**config.mk**
```make
export PLATFORM = sky130hd
export DESIGN_NAME = serial_line_editor_unit
export DESIGN_NICKNAME = d
export VERILOG_FILES = /design/src/hw/rtl/sle_pkg.sv /design/src/hw/rtl/sle_ctrl.sv /design/src/hw/rtl/sle_datapath.sv /design/src/hw/rtl/serial_line_editor_unit.sv
export SDC_FILE = /design/constraint.sdc
export NUM_CORES = 1
export LEC_CHECK = 0
export ABC_CLOCK_PERIOD_IN_PS = 9500
export BUFFER_PORTS_ARGS = -buffer_cell sky130_fd_sc_hd__buf_2
export CORE_AREA = 2 2 199 201
export DETAILED_ROUTE_END_ITERATION = 12
export DIE_AREA = 0 0 201 203
export PLACE_DENSITY = 0.61
export SETUP_SLACK_MARGIN = 0.1
export SLEW_MARGIN = 0
export SYNTH_ARGS = -nofsm -noshare
export SYNTH_HDL_FRONTEND = slang
export SYNTH_HIERARCHICAL = 1
export SYNTH_SLANG_ARGS = --single-unit
export TNS_END_PERCENT = 5
```
**constraint.sdc**
```tcl
create_clock -name clk -period 9.5 [get_ports clk]
set_input_delay 0 -clock clk [delete_from_list [all_inputs] [get_ports clk]]
set_output_delay 0 -clock clk [all_outputs]
set_load 0.05 [all_outputs]
```
**src/hw/rtl/sle_pkg.sv**
```systemverilog
// Shared types, codes and constants of the serial line editor.
package sle_pkg;

  // Default line capacity; the store holds one byte fewer
  localparam int LineCapacityDefault = 32;

  // Byte codes
  localparam logic [7:0] ChBs    = 8'h08;
  localparam logic [7:0] ChLf    = 8'h0A;
  localparam logic [7:0] ChCr    = 8'h0D;
  localparam logic [7:0] ChSpace = 8'h20;
  localparam logic [7:0] ChTilde = 8'h7E;
  localparam logic [7:0] ChDel   = 8'h7F;

  // Result kinds
  localparam logic [1:0] KindEcho     = 2'd0;
  localparam logic [1:0] KindLine     = 2'd1;
  localparam logic [1:0] KindEmpty    = 2'd2;
  localparam logic [1:0] KindOverflow = 2'd3;

  // Controller states
  typedef enum logic [3:0] {
    S_IDLE,
    S_ECHO,
    S_BS1,
    S_BS2,
    S_BS3,
    S_CR,
    S_LF,
    S_SCAN,
    S_OVF,
    S_EMPTY,
    S_RD,
    S_PUT
  } state_t;

  // Source of the result byte
  typedef enum logic [2:0] {
    SEL_RX,
    SEL_CR,
    SEL_LF,
    SEL_BS,
    SEL_SP,
    SEL_LINE,
    SEL_ZERO
  } sel_t;

  // Commands from controller to datapath
  typedef struct packed {
    logic       take;
    logic       push;
    logic       pop;
    logic       set_ovf;
    logic       put;
    logic [1:0] put_kind;
    sel_t       put_sel;
    logic       put_last;
    logic       clear_line;
    logic       scan_init;
    logic       scan_step;
    logic       emit_load;
    logic       emit_rd;
    logic       emit_next;
  } cmd_t;

  // Status from datapath to controller
  typedef struct packed {
    logic is_lf;
    logic is_cr;
    logic is_bs;
    logic is_print;
    logic after_cr;
    logic ovf;
    logic len_zero;
    logic full;
    logic slot_free;
    logic scan_done;
    logic found;
    logic emit_last;
  } status_t;

endpackage

```
**src/hw/rtl/sle_ctrl.sv**
```systemverilog
// Controller state machine of the serial line editor.
module sle_ctrl (
  input  logic             clk,
  input  logic             rst,
  input  logic             in_valid,
  output logic             in_stall,
  input  sle_pkg::status_t st,
  output sle_pkg::cmd_t    cmd
);

  sle_pkg::state_t state;
  sle_pkg::state_t state_next;

  // Hold the state
  always_ff @(posedge clk) begin
    if (rst) begin
      state <= sle_pkg::S_IDLE;
    end else begin
      state <= state_next;
    end
  end

  // Next state
  always_comb begin
    state_next = state;
    case (state)
      sle_pkg::S_IDLE: begin
        if (in_valid) begin
          if (st.is_cr || (st.is_lf && !st.after_cr)) begin
            state_next = sle_pkg::S_CR;
          end else if (st.is_bs && !st.ovf && !st.len_zero) begin
            state_next = sle_pkg::S_BS1;
          end else if (st.is_print && !st.ovf && !st.full) begin
            state_next = sle_pkg::S_ECHO;
          end
        end
      end
      sle_pkg::S_ECHO: if (st.slot_free) state_next = sle_pkg::S_IDLE;
      sle_pkg::S_BS1:  if (st.slot_free) state_next = sle_pkg::S_BS2;
      sle_pkg::S_BS2:  if (st.slot_free) state_next = sle_pkg::S_BS3;
      sle_pkg::S_BS3:  if (st.slot_free) state_next = sle_pkg::S_IDLE;
      sle_pkg::S_CR:   if (st.slot_free) state_next = sle_pkg::S_LF;
      sle_pkg::S_LF: begin
        if (st.slot_free) begin
          state_next = st.ovf ? sle_pkg::S_OVF : sle_pkg::S_SCAN;
        end
      end
      sle_pkg::S_SCAN: begin
        if (st.scan_done) begin
          state_next = st.found ? sle_pkg::S_RD : sle_pkg::S_EMPTY;
        end
      end
      sle_pkg::S_OVF:   if (st.slot_free) state_next = sle_pkg::S_IDLE;
      sle_pkg::S_EMPTY: if (st.slot_free) state_next = sle_pkg::S_IDLE;
      sle_pkg::S_RD:    state_next = sle_pkg::S_PUT;
      sle_pkg::S_PUT: begin
        if (st.slot_free) begin
          state_next = st.emit_last ? sle_pkg::S_IDLE : sle_pkg::S_RD;
        end
      end
      default: state_next = sle_pkg::S_IDLE;
    endcase
  end

  // Commands
  always_comb begin
    cmd          = '0;
    cmd.put_sel  = sle_pkg::SEL_ZERO;
    cmd.put_kind = sle_pkg::KindEcho;
    in_stall     = (state != sle_pkg::S_IDLE);
    case (state)
      sle_pkg::S_IDLE: begin
        if (in_valid) begin
          cmd.take    = 1'b1;
          cmd.push    = st.is_print && !st.ovf && !st.full;
          cmd.set_ovf = st.is_print && (st.ovf || st.full);
          cmd.pop     = st.is_bs && !st.ovf && !st.len_zero;
        end
      end
      sle_pkg::S_ECHO: begin
        cmd.put      = st.slot_free;
        cmd.put_sel  = sle_pkg::SEL_RX;
        cmd.put_last = 1'b1;
      end
      sle_pkg::S_BS1: begin
        cmd.put     = st.slot_free;
        cmd.put_sel = sle_pkg::SEL_BS;
      end
      sle_pkg::S_BS2: begin
        cmd.put     = st.slot_free;
        cmd.put_sel = sle_pkg::SEL_SP;
      end
      sle_pkg::S_BS3: begin
        cmd.put      = st.slot_free;
        cmd.put_sel  = sle_pkg::SEL_BS;
        cmd.put_last = 1'b1;
      end
      sle_pkg::S_CR: begin
        cmd.put     = st.slot_free;
        cmd.put_sel = sle_pkg::SEL_CR;
      end
      sle_pkg::S_LF: begin
        cmd.put       = st.slot_free;
        cmd.put_sel   = sle_pkg::SEL_LF;
        cmd.scan_init = st.slot_free;
      end
      sle_pkg::S_SCAN: begin
        cmd.scan_step = 1'b1;
        cmd.emit_load = st.scan_done;
      end
      sle_pkg::S_OVF: begin
        cmd.put        = st.slot_free;
        cmd.put_kind   = sle_pkg::KindOverflow;
        cmd.put_last   = 1'b1;
        cmd.clear_line = st.slot_free;
      end
      sle_pkg::S_EMPTY: begin
        cmd.put        = st.slot_free;
        cmd.put_kind   = sle_pkg::KindEmpty;
        cmd.put_last   = 1'b1;
        cmd.clear_line = st.slot_free;
      end
      sle_pkg::S_RD: begin
        cmd.emit_rd = 1'b1;
      end
      sle_pkg::S_PUT: begin
        cmd.put        = st.slot_free;
        cmd.put_kind   = sle_pkg::KindLine;
        cmd.put_sel    = sle_pkg::SEL_LINE;
        cmd.put_last   = st.emit_last;
        cmd.emit_next  = st.slot_free;
        cmd.clear_line = st.slot_free && st.emit_last;
      end
      default: begin
        cmd.put_sel = sle_pkg::SEL_ZERO;
      end
    endcase
  end

endmodule

```
**src/hw/rtl/sle_datapath.sv**
```systemverilog
// Datapath of the serial line editor: line store, trim scan and output register.
module sle_datapath #(
  parameter int LINE_CAPACITY = sle_pkg::LineCapacityDefault
) (
  input  logic             clk,
  input  logic             rst,
  input  logic [7:0]       rx_byte,
  input  sle_pkg::cmd_t    cmd,
  output sle_pkg::status_t st,
  output logic             out_valid,
  input  logic             out_stall,
  output logic [1:0]       out_kind,
  output logic [7:0]       out_byte,
  output logic             is_last
);

  localparam int StoreDepth = LINE_CAPACITY - 1;
  localparam int LenW       = $clog2(LINE_CAPACITY);
  localparam int IdxW       = $clog2(StoreDepth);
  localparam logic [LenW-1:0] LenFull = LenW'(StoreDepth);

  logic [7:0]      line_mem [StoreDepth];
  logic [7:0]      rd_data;
  logic [7:0]      cur_byte;
  logic [LenW-1:0] line_length;
  logic            overflow_seen;
  logic            after_cr;
  logic [LenW-1:0] scan_addr;
  logic [IdxW-1:0] scan_idx;
  logic            scan_pend;
  logic            found;
  logic [IdxW-1:0] first_idx;
  logic [IdxW-1:0] last_idx;
  logic [IdxW-1:0] emit_addr;
  logic            scan_rd;
  logic            slot_free;
  logic [7:0]      put_byte;

  assign slot_free = !out_valid || !out_stall;
  assign scan_rd   = cmd.scan_step && (scan_addr != line_length);

  // Status towards the controller
  always_comb begin
    st           = '0;
    st.is_lf     = (rx_byte == sle_pkg::ChLf);
    st.is_cr     = (rx_byte == sle_pkg::ChCr);
    st.is_bs     = (rx_byte == sle_pkg::ChBs) || (rx_byte == sle_pkg::ChDel);
    st.is_print  = (rx_byte >= sle_pkg::ChSpace) && (rx_byte <= sle_pkg::ChTilde);
    st.after_cr  = after_cr;
    st.ovf       = overflow_seen;
    st.len_zero  = (line_length == '0);
    st.full      = (line_length == LenFull);
    st.slot_free = slot_free;
    st.scan_done = (scan_addr == line_length) && !scan_pend;
    st.found     = found;
    st.emit_last = (emit_addr == last_idx);
  end

  // Line store: write on append, one registered read port
  always_ff @(posedge clk) begin
    if (cmd.push) begin
      line_mem[line_length[IdxW-1:0]] <= rx_byte;
    end
    if (scan_rd) begin
      rd_data <= line_mem[scan_addr[IdxW-1:0]];
    end else if (cmd.emit_rd) begin
      rd_data <= line_mem[emit_addr];
    end
  end

  // Line length and flags
  always_ff @(posedge clk) begin
    if (rst) begin
      line_length   <= '0;
      overflow_seen <= 1'b0;
      after_cr      <= 1'b0;
    end else begin
      if (cmd.take) begin
        after_cr <= (rx_byte == sle_pkg::ChCr);
      end
      if (cmd.clear_line) begin
        line_length   <= '0;
        overflow_seen <= 1'b0;
      end else begin
        if (cmd.push) begin
          line_length <= line_length + 1'b1;
        end else if (cmd.pop) begin
          line_length <= line_length - 1'b1;
        end
        if (cmd.set_ovf) begin
          overflow_seen <= 1'b1;
        end
      end
    end
  end

  // Hold the accepted byte for its echo
  always_ff @(posedge clk) begin
    if (cmd.take) begin
      cur_byte <= rx_byte;
    end
  end

  // Trim scan: find the first and last stored byte that is not a space
  always_ff @(posedge clk) begin
    if (rst) begin
      scan_pend <= 1'b0;
      scan_addr <= '0;
      found     <= 1'b0;
    end else if (cmd.scan_init) begin
      scan_pend <= 1'b0;
      scan_addr <= '0;
      found     <= 1'b0;
    end else if (cmd.scan_step) begin
      scan_pend <= scan_rd;
      if (scan_rd) begin
        scan_addr <= scan_addr + 1'b1;
      end
      if (scan_pend && (rd_data != sle_pkg::ChSpace)) begin
        found <= 1'b1;
      end
    end
  end

  always_ff @(posedge clk) begin
    scan_idx <= scan_addr[IdxW-1:0];
    if (cmd.scan_step && scan_pend && (rd_data != sle_pkg::ChSpace)) begin
      if (!found) begin
        first_idx <= scan_idx;
      end
      last_idx <= scan_idx;
    end
  end

  // Advance the emit pointer through the trimmed line
  always_ff @(posedge clk) begin
    if (cmd.emit_load) begin
      emit_addr <= first_idx;
    end else if (cmd.emit_next) begin
      emit_addr <= emit_addr + 1'b1;
    end
  end

  // Pick the result byte
  always_comb begin
    case (cmd.put_sel)
      sle_pkg::SEL_RX:   put_byte = cur_byte;
      sle_pkg::SEL_CR:   put_byte = sle_pkg::ChCr;
      sle_pkg::SEL_LF:   put_byte = sle_pkg::ChLf;
      sle_pkg::SEL_BS:   put_byte = sle_pkg::ChBs;
      sle_pkg::SEL_SP:   put_byte = sle_pkg::ChSpace;
      sle_pkg::SEL_LINE: put_byte = rd_data;
      default:           put_byte = 8'h00;
    endcase
  end

  // Output register: load a beat when the slot is free
  always_ff @(posedge clk) begin
    if (rst) begin
      out_valid <= 1'b0;
    end else if (cmd.put) begin
      out_valid <= 1'b1;
    end else if (!out_stall) begin
      out_valid <= 1'b0;
    end
  end

  always_ff @(posedge clk) begin
    if (cmd.put) begin
      out_kind <= cmd.put_kind;
      out_byte <= put_byte;
      is_last  <= cmd.put_last;
    end
  end

endmodule

```
**src/hw/rtl/serial_line_editor_unit.sv**
```systemverilog
// Top level of the serial line editor.
//
// Input channel: rx_byte with in_valid / in_stall; a beat is taken at a rising
// edge with in_valid high and in_stall low. Output channel: out_kind, out_byte
// and is_last with out_valid / out_stall, one result per beat; is_last marks
// the final result caused by an input byte.
// One byte is worked on at a time: in_stall is high from the beat until the
// byte's last result sits in the output register. That register holds a
// finished beat, so the next byte is taken while the receiver still stalls.
// Printable byte: echo goes out via the ECHO state; backspace gives
// three beats, one cycle each when the receiver takes them.
// Line end (CR, or LF not after CR; trimmed length T): CR and LF beats, then
// an overflowed line gives an overflow result; any other line is trimmed by a
// scan over the line store, then gives T line bytes, each by a registered
// store read and then an output load, or an empty result if it holds nothing but spaces.
// A stalled receiver holds the controller in its current result step.
// Reset (rst, synchronous) empties the line and clears the overflow and
// carriage-return flags; the store contents need no clearing.
module serial_line_editor_unit #(
  parameter int LINE_CAPACITY = sle_pkg::LineCapacityDefault
) (
  input  logic       clk,
  input  logic       rst,
  input  logic       in_valid,
  output logic       in_stall,
  input  logic [7:0] rx_byte,
  output logic       out_valid,
  input  logic       out_stall,
  output logic [1:0] out_kind,
  output logic [7:0] out_byte,
  output logic       is_last
);

  sle_pkg::cmd_t    cmd;
  sle_pkg::status_t st;

  sle_ctrl u_ctrl (
    .clk      (clk),
    .rst      (rst),
    .in_valid (in_valid),
    .in_stall (in_stall),
    .st       (st),
    .cmd      (cmd)
  );

  sle_datapath #(
    .LINE_CAPACITY (LINE_CAPACITY)
  ) u_datapath (
    .clk       (clk),
    .rst       (rst),
    .rx_byte   (rx_byte),
    .cmd       (cmd),
    .st        (st),
    .out_valid (out_valid),
    .out_stall (out_stall),
    .out_kind  (out_kind),
    .out_byte  (out_byte),
    .is_last   (is_last)
  );

endmodule
```
==> results.toml, run 1 <==
[sta]
fin_setup_tns_ps = 0
maxSlewHeadroom = 0.3851
fin_ws_ps = 5232
tightestPinTransition_ps = 922.4
maxClockFrequency_mhz = 234.3
finClkSkew_ps = 21.54
rsz0062_at_grt = "no"
slew_viol_final = 0
fin_crit_ps = 4268
hold_violations = 0
min_period_over_period = 0.4493
setup_viol = 0

[placed_design]
dp_hpwl_um = 27630
dp_worst_setup_slack_ps = 5342
gp_congestion = 0.9102
io_buffers = 24
place_inst = 1480

[pwr]
p_total_mw = 3.433
power_density_mw_per_mm2 = 202.8
vdd_ir_drop_max_mv = 0.1149
p_leak_nw = 5.255

[finish]
finalNetCount = 1019
area_delta_synth_final_pct = 10.57
drive_gt1_frac = 0.2236
antenna_cells = 0
seq_area_mm2 = 0.009400
multi_input_area_mm2 = 0.005453
fill_cells = 3354
final_cells = 1542

[setup_path]
arrival_ps = 4410
crit_fanout = 19
crit_start = "u_ctrl/state[2]"
cp-end-kind = "flip-flop"
crit_end = "u_datapath/line_mem[3][1]"
r2r_end = "u_datapath/line_mem[3][1]"
worstSetupStartpointType = "flip-flop"
reg2reg_setup_slack_ps = 5230
worstRegToRegCells = 7
critical_path_class = "flip-flop to flip-flop"
worstPathRequired_ps = 9650
r2r-start = "u_ctrl/state[2]"

[synthesis]
ys.flop_type = "edfxtp_1"
syn_area_mm2 = 0.01531
yosysTopAreaCell = "edfxtp_1"
ys_types = 68
netlist_instances = 993
ys_seq_elements = 324
ys_seq_area_frac = 0.6132
netlist_top_cells_area = "edfxtp_1 (57%), mux4_2 (15%), dfxtp_1 (4.4%)"
postSynthAreaPerCell_um2 = 15.42
yosysWarnings = 6
ys_async_sr_fraction = 0
yosys.area.top_type_share = 0.5688
synth_edf_count = 290
synth_nets = 1011

[routing]
drc = 0
totalWireLength_um = 41550
vias_per_cell = 6.039
firstDrtPassIters = 7
post_drt_wl_per_cell_um = 26.94
via_count = 9312
drtIter0Drc = 1160
ant_nets = 0

[job]
drv_cap = 0

[cts]
clockBufferDepth = 3
cts_buffers = 34
path_clk_slew_ps = 60
root_buffer = "clkbuf_16"
insertion_delay_ps = 540
cts.sinks = 324
ctsResizeCount = 0
htreeDepth = 2
cts_tree = "yes"

[global_routing]
grt_pass1_wl_um = 61920
grt_usage = 0.2060
grt.overflow.total = 0
grt_pass1_vias = 9214
grt_max_degree = 63
antenna_found_initial = 0

[floorplan]
ios = 25
die_w_um = 201
coreArea_mm2 = 0.03847
die_h_um = 203
start_util = 0.3980
die-area_mm2 = 0.04080
rows = 72

[min_path]
hp-class = "input port to flip-flop"

[run_status]
status = "completed"
-- cell type report --
cell class / count / share of cell area
flip-flops and latches: 324 / 0.5553
multi-input cells: 582 / 0.3221
clock buffers: 36 / 0.05196
well taps: 518 / 0.03829
repair buffers: 42 / 0.01552
clock inverters: 23 / 0.01308
inverters: 17 / 0.003769
-- worst min-delay path by stage --
stage	start	end	slack [ps]	cells past startpoint
floorplan	rst	u_ctrl/state[3]	70	1
global placement	out_stall	u_datapath/out_valid	250	3
detailed placement	out_stall	u_datapath/out_valid	250	3
CTS	in_valid	u_datapath/line_length[3]	10	5
global route	in_valid	u_datapath/line_length[3]	70	5
finish	in_valid	u_datapath/line_length[3]	30	5
-- sequential cells by signal, summed over array words and instances (netlist names), named ones only --
register	count
u_datapath/out_kind	2
u_datapath/scan_pend	1
u_datapath/overflow_seen	1
u_datapath/scan_addr	5
u_datapath/cur_byte	8
u_datapath/out_valid	1
u_datapath/scan_idx	5
u_datapath/line_length	5
u_datapath/last_idx	5
u_ctrl/state	4
u_datapath/line_mem	248
u_datapath/is_last	1
u_datapath/after_cr	1
u_datapath/first_idx	5
u_datapath/emit_addr	5
u_datapath/rd_data	8
u_datapath/found	1
u_datapath/out_byte	8
-- cells in the final DEF (no fill, tap or decap), types with 8 or more instances in the layout --
| cell | n |
|---|---|
| o21ai_0 | 25 |
| a21oi_1 | 35 |
| xnor2_1 | 12 |
| a22oi_1 | 21 |
| nor2b_1 | 12 |
| o211ai_1 | 12 |
| clkinv_1 | 13 |
| buf_4 | 15 |
| inv_1 | 16 |
| nand2_1 | 46 |
| or2_2 | 8 |
| o22ai_1 | 11 |
| clkbuf_16 | 35 |
| buf_2 | 24 |
| mux4_2 | 103 |
| nor2_1 | 82 |
| a31oi_1 | 11 |
| edfxtp_1 | 290 |
| nand2b_1 | 31 |
| mux2_2 | 21 |
| dfxtp_1 | 29 |
| nor3_1 | 12 |
| nand3_1 | 21 |
| mux2i_1 | 23 |
-- where the power goes --
| part | switching [mW] | total [mW] | leakage, nW | internal, mW |
|---|---|---|---|---|
| Clock | 0.542 | 1.32 | 0.539 | 0.779 |
| Combinational | 0.321 | 0.444 | 1.81 | 0.124 |
| Sequential | 0.0480 | 1.67 | 2.90 | 1.62 |
-- cells in the mapped netlist (all sizes together), types with 4 or more instances --
cell type,number
a2111oi,4
a211oi,6
a21o,7
a21oi,35
a22oi,21
a31oi,11
buf,42
clkbuf,28
dfxtp,34
edfxtp,290
ha,5
inv,17
mux2,21
mux2i,23
mux4,107
nand2,46
nand2b,31
nand3,21
nand3b,4
nand4,4
nand4b,4
nor2,82
nor2b,12
nor3,12
nor3b,5
nor4,4
o211ai,12
o21ai,27
o22ai,11
or2,8
xnor2,12
xor2,7
-- metal layers --
layer,vias to the layer above,share of wire,GRT usage
met1,4791,0.41,0.2802
li1,3980,-,-
met3,72,0.095,0.05040
met4,0,0.027,0.06402
met2,469,0.47,0.3281
met5,-,0,0
-- critical path, stage by stage, from the launching register on --
cell	delay, ps
dfxtp_1	510
nor4_4	530
nand2_1	120
inv_1	300
nand2_1	130
nor3_1	670
nand3_1	820
nor2_1	800
-- stage by stage --
stage,utilization,cell area (um2),hold WS (ps)
after floorplan,-,15310,69.07
after global placement,0.4107,15800,246.5
after detailed placement,0.4107,15800,252.8
after CTS,0.4401,16930,13.81
after global routing,0.4401,16930,72.18
final,0.4401,16930,34.16
-- cells by family after synthesis --
logic type,count (synthesis),share of synthesized area
AO/OA/AOI/OAI,162,0.07110
adder cells (fa/ha/maj),6,0.005394
XOR/XNOR,19,0.01087
multiplexers,151,0.1889
flip-flops,324,0.6132
AND/OR/NAND/NOR,244,0.07927
buffers and inverters,87,0.03130
-- what timing repair did --
action / CTS / global route
setup buffers: 0 / 0
endpoints found under the hold margin: 6 / 0
hold buffers: 3 / 0
No activity file was read; power rests on OpenSTA's default activity.
==> inputs of run 2 (changes only) <==
--- a/config.mk
+++ b/config.mk
@@ -5,12 +5,13 @@
 export SDC_FILE = /design/constraint.sdc
 export NUM_CORES = 1
 export LEC_CHECK = 0
-export ABC_CLOCK_PERIOD_IN_PS = 9500
+export ABC_AREA = 1
+export ABC_CLOCK_PERIOD_IN_PS = 3540
 export BUFFER_PORTS_ARGS = -buffer_cell sky130_fd_sc_hd__buf_2
-export CORE_AREA = 2 2 199 201
+export CORE_AREA = 2 2 207 209
 export DETAILED_ROUTE_END_ITERATION = 12
-export DIE_AREA = 0 0 201 203
-export PLACE_DENSITY = 0.61
+export DIE_AREA = 0 0 209 211
+export PLACE_DENSITY = 0.64
 export SETUP_SLACK_MARGIN = 0.1
 export SLEW_MARGIN = 0
 export SYNTH_ARGS = -nofsm -noshare
==> constraint.sdc (replaced) <==
create_clock -name clk -period 3.54 [get_ports clk]
set_input_delay 0 -clock clk [delete_from_list [all_inputs] [get_ports clk]]
set_output_delay 0 -clock clk [all_outputs]
set_load 0.05 [all_outputs]
==> results.toml, run 2 <==
[finish]
drive_gt1_frac = 0.08737
fill_cells = 3956
antenna_cells = 0
largest_reg_flops = 248
finalNetCount = 1994
finish.utilization = 0.4467
area_delta_synth_final_pct = 12.07
layout_commonest_cell = "nand2_1"
final_cell_mix = "nand2_1 (629), nand3_1 (444), edfxtp_1 (290)"

[sta]
maxSlewHeadroom = 0.2382
min_period_over_period = 0.8759
setup_viol = 0
slew_viol_final = 0
fin_ws_ps = 439.2
hold_violations = 3
whs_ps = -4.141
fin_setup_tns_ps = 0
finClkSkew_ps = 20.37
maxClockFrequency_mhz = 322.5
fin_crit_ps = 3101
tightestPinTransition_ps = 1141
rsz0062_at_grt = "no"

[floorplan]
ios = 25
die_h_um = 211
die-area_mm2 = 0.04410
start_util = 0.3985
die_w_um = 209
rows = 75
coreArea_mm2 = 0.04176

[setup_path]
arrival_ps = 3370
cpPeakStageDelay_ps = 670
cp-end-kind = "flip-flop"
path_cells = "dlygate4sd3_1 > buf_2 > nor3_1 > nor3_1 > nand2_1 > nor2_1 > nand3_1 > nor2_1 > buf_4"
slowest_stage = "nand3_1"
worstRegToRegCells = 8
cp.depth = 9
worstPathRequired_ps = 3810
worstSetupStartpointType = "input port"
r2r_end = "u_datapath/line_mem[16][3]"
crit_buf_inv = 3
r2r-start = "u_ctrl/state[2]"
crit_end = "u_datapath/line_mem[16][3]"
crit_fanout = 9
crit_start = "rx_byte[5]"
cp_top_family = "simple AND/OR/NAND/NOR gates"
critical_path_class = "input port to flip-flop"
reg2reg_setup_slack_ps = 540

[synthesis]
synth_edf_count = 290
synth_most_common_cell = "nand2_1"
netlist_top_cells_area = "edfxtp_1 (52%), nand2_1 (14%), nand3_1 (13%)"
ys_seq_elements = 324
synth_top_family_by_area = "simple AND/OR/NAND/NOR gates"
synth_nets = 1976
ys.flop_type = "edfxtp_1"
yosys.area.top_type_share = 0.5233
yosysWarnings = 6
postSynthAreaPerCell_um2 = 8.500
synthMuxAreaShare = 0.001353
synth_adder_area_share = 0.004962
synth_xor_area_frac = 0.007368
yosys-top-cells-count = "nand2_1 (629), nand3_1 (444), edfxtp_1 (290)"
ys_seq_area_frac = 0.5642
netlist_instances = 1958
ys_types = 39
synth_simple_gate_area_frac = 0.3098
yosysTopAreaCell = "edfxtp_1"
ys_async_sr_fraction = 0
syn_area_mm2 = 0.01664
synth_compound_area_frac = 0.02737

[global_routing]
grt_usage = 0.2345
grt.overflow.total = 0
grt_max_degree = 133
grt_pass1_wl_um = 78600
grt_pass1_vias = 13360
antenna_found_initial = 1

[job]
drv_cap = 0

[routing]
firstDrtPassIters = 6
totalWireLength_um = 51070
drtIter0Drc = 1611
drc = 0
post_drt_wl_per_cell_um = 20.09
via_count = 14010
ant_nets = 0
vias_per_cell = 5.511

[cts]
post_cts_buffers = 0
root_buffer = "clkbuf_16"
clockBufferDepth = 3
cts.sinks = 324
ctsResizeCount = 0
cts_buffers = 37
cts_tree = "yes"
htreeDepth = 2
path_clk_slew_ps = 60
insertion_delay_ps = 570

[pwr]
power_density_mw_per_mm2 = 558.5
vdd_ir_drop_max_mv = 0.4075
p_total_mw = 10.42
p_leak_nw = 7.750

[run_status]
status = "finished, violations left"
violations = "hold timing"

[placed_design]
dp_worst_setup_slack_ps = 520.1
gp_congestion = 0.9193
dp_hpwl_um = 31750
io_buffers = 24

[min_path]
hp-class = "input port to flip-flop"
==> run 2: changes by cell type in the layout (fill, tap and decap cells not counted), sizes merged, moves of 12 or more <==
| cell | before | now |
|---|---|---|
| mux2i | 23 | 0 |
| nand2b | 31 | 1 |
| a22oi | 21 | 0 |
| nand3 | 21 | 444 |
| nor2b | 12 | 0 |
| buf | 39 | 88 |
| mux4 | 107 | 0 |
| nand2 | 46 | 635 |
| mux2 | 21 | 2 |
| nor2 | 82 | 110 |
| inv | 17 | 216 |
==> run 2: metrics by stage <==
step,instance area (um2),cells,hold WS (ps)
finish,18650,2542,-4.141
global route,18650,2542,15.60
CTS,18650,2542,8.079
detailed placement,17360,2470,294.9
global placement,17360,2470,283.4
floorplan,16640,1958,69.07
==> run 2: kinds of logic after synthesis <==
group,after synthesis
and+or+nand+nor,1206
buffers and inverters,329
DFF,324
AOI/OAI and AO/OA,77
xor gates and xnor gates,14
adders and majority gates,6
muxes,2
==> run 2: how the worst min path moves through the flow <==
stage | end | start | cells past startpoint
after floorplan | u_datapath/out_valid | rst | 1
after global placement | u_datapath/out_valid | rst | 2
after detailed placement | u_datapath/out_valid | rst | 2
after CTS | u_datapath/line_mem[21][6] | rx_byte[6] | 2
after global routing | u_datapath/line_mem[21][6] | rx_byte[6] | 2
final | u_datapath/line_mem[21][6] | rx_byte[6] | 2
==> run 2: report_power, final <==
| group | leakage, nW | internal, mW | total [mW] | switching, mW |
|---|---|---|---|---|
| clock network | 0.596 | 2.32 | 3.93 | 1.61 |
| logic | 4.27 | 0.525 | 1.97 | 1.45 |
| registers | 2.88 | 4.41 | 4.51 | 0.105 |
==> run 2: what timing repair did <==
action / in CTS / in global routing
hold buffers: 6 / 0
endpoints found under the hold margin: 19 / 0
endpoints found under the setup margin: 0 / 0
==> run 2: cell type report <==
type,count,area [um2],share of cell area
inverter,214,808.3,0.04334
sequential,324,9399,0.5039
tap,539,674.4,0.03616
timing repair buffer,94,698.2,0.03743
multi-input combinational,1305,5839,0.3131
clock buffer,45,998.5,0.05353
clock inverter,21,234.0,0.01254
==> run 2: layer usage <==
metal  track usage  wire, um  share of wire  up-vias
met5             0         9        0.00018        -
met4        0.1039      1871          0.037        2
met3       0.04520      5379           0.11      128
met2        0.3729     23330           0.46      797
met1        0.3131     20480           0.40     6582
li1              -         -              -     6500
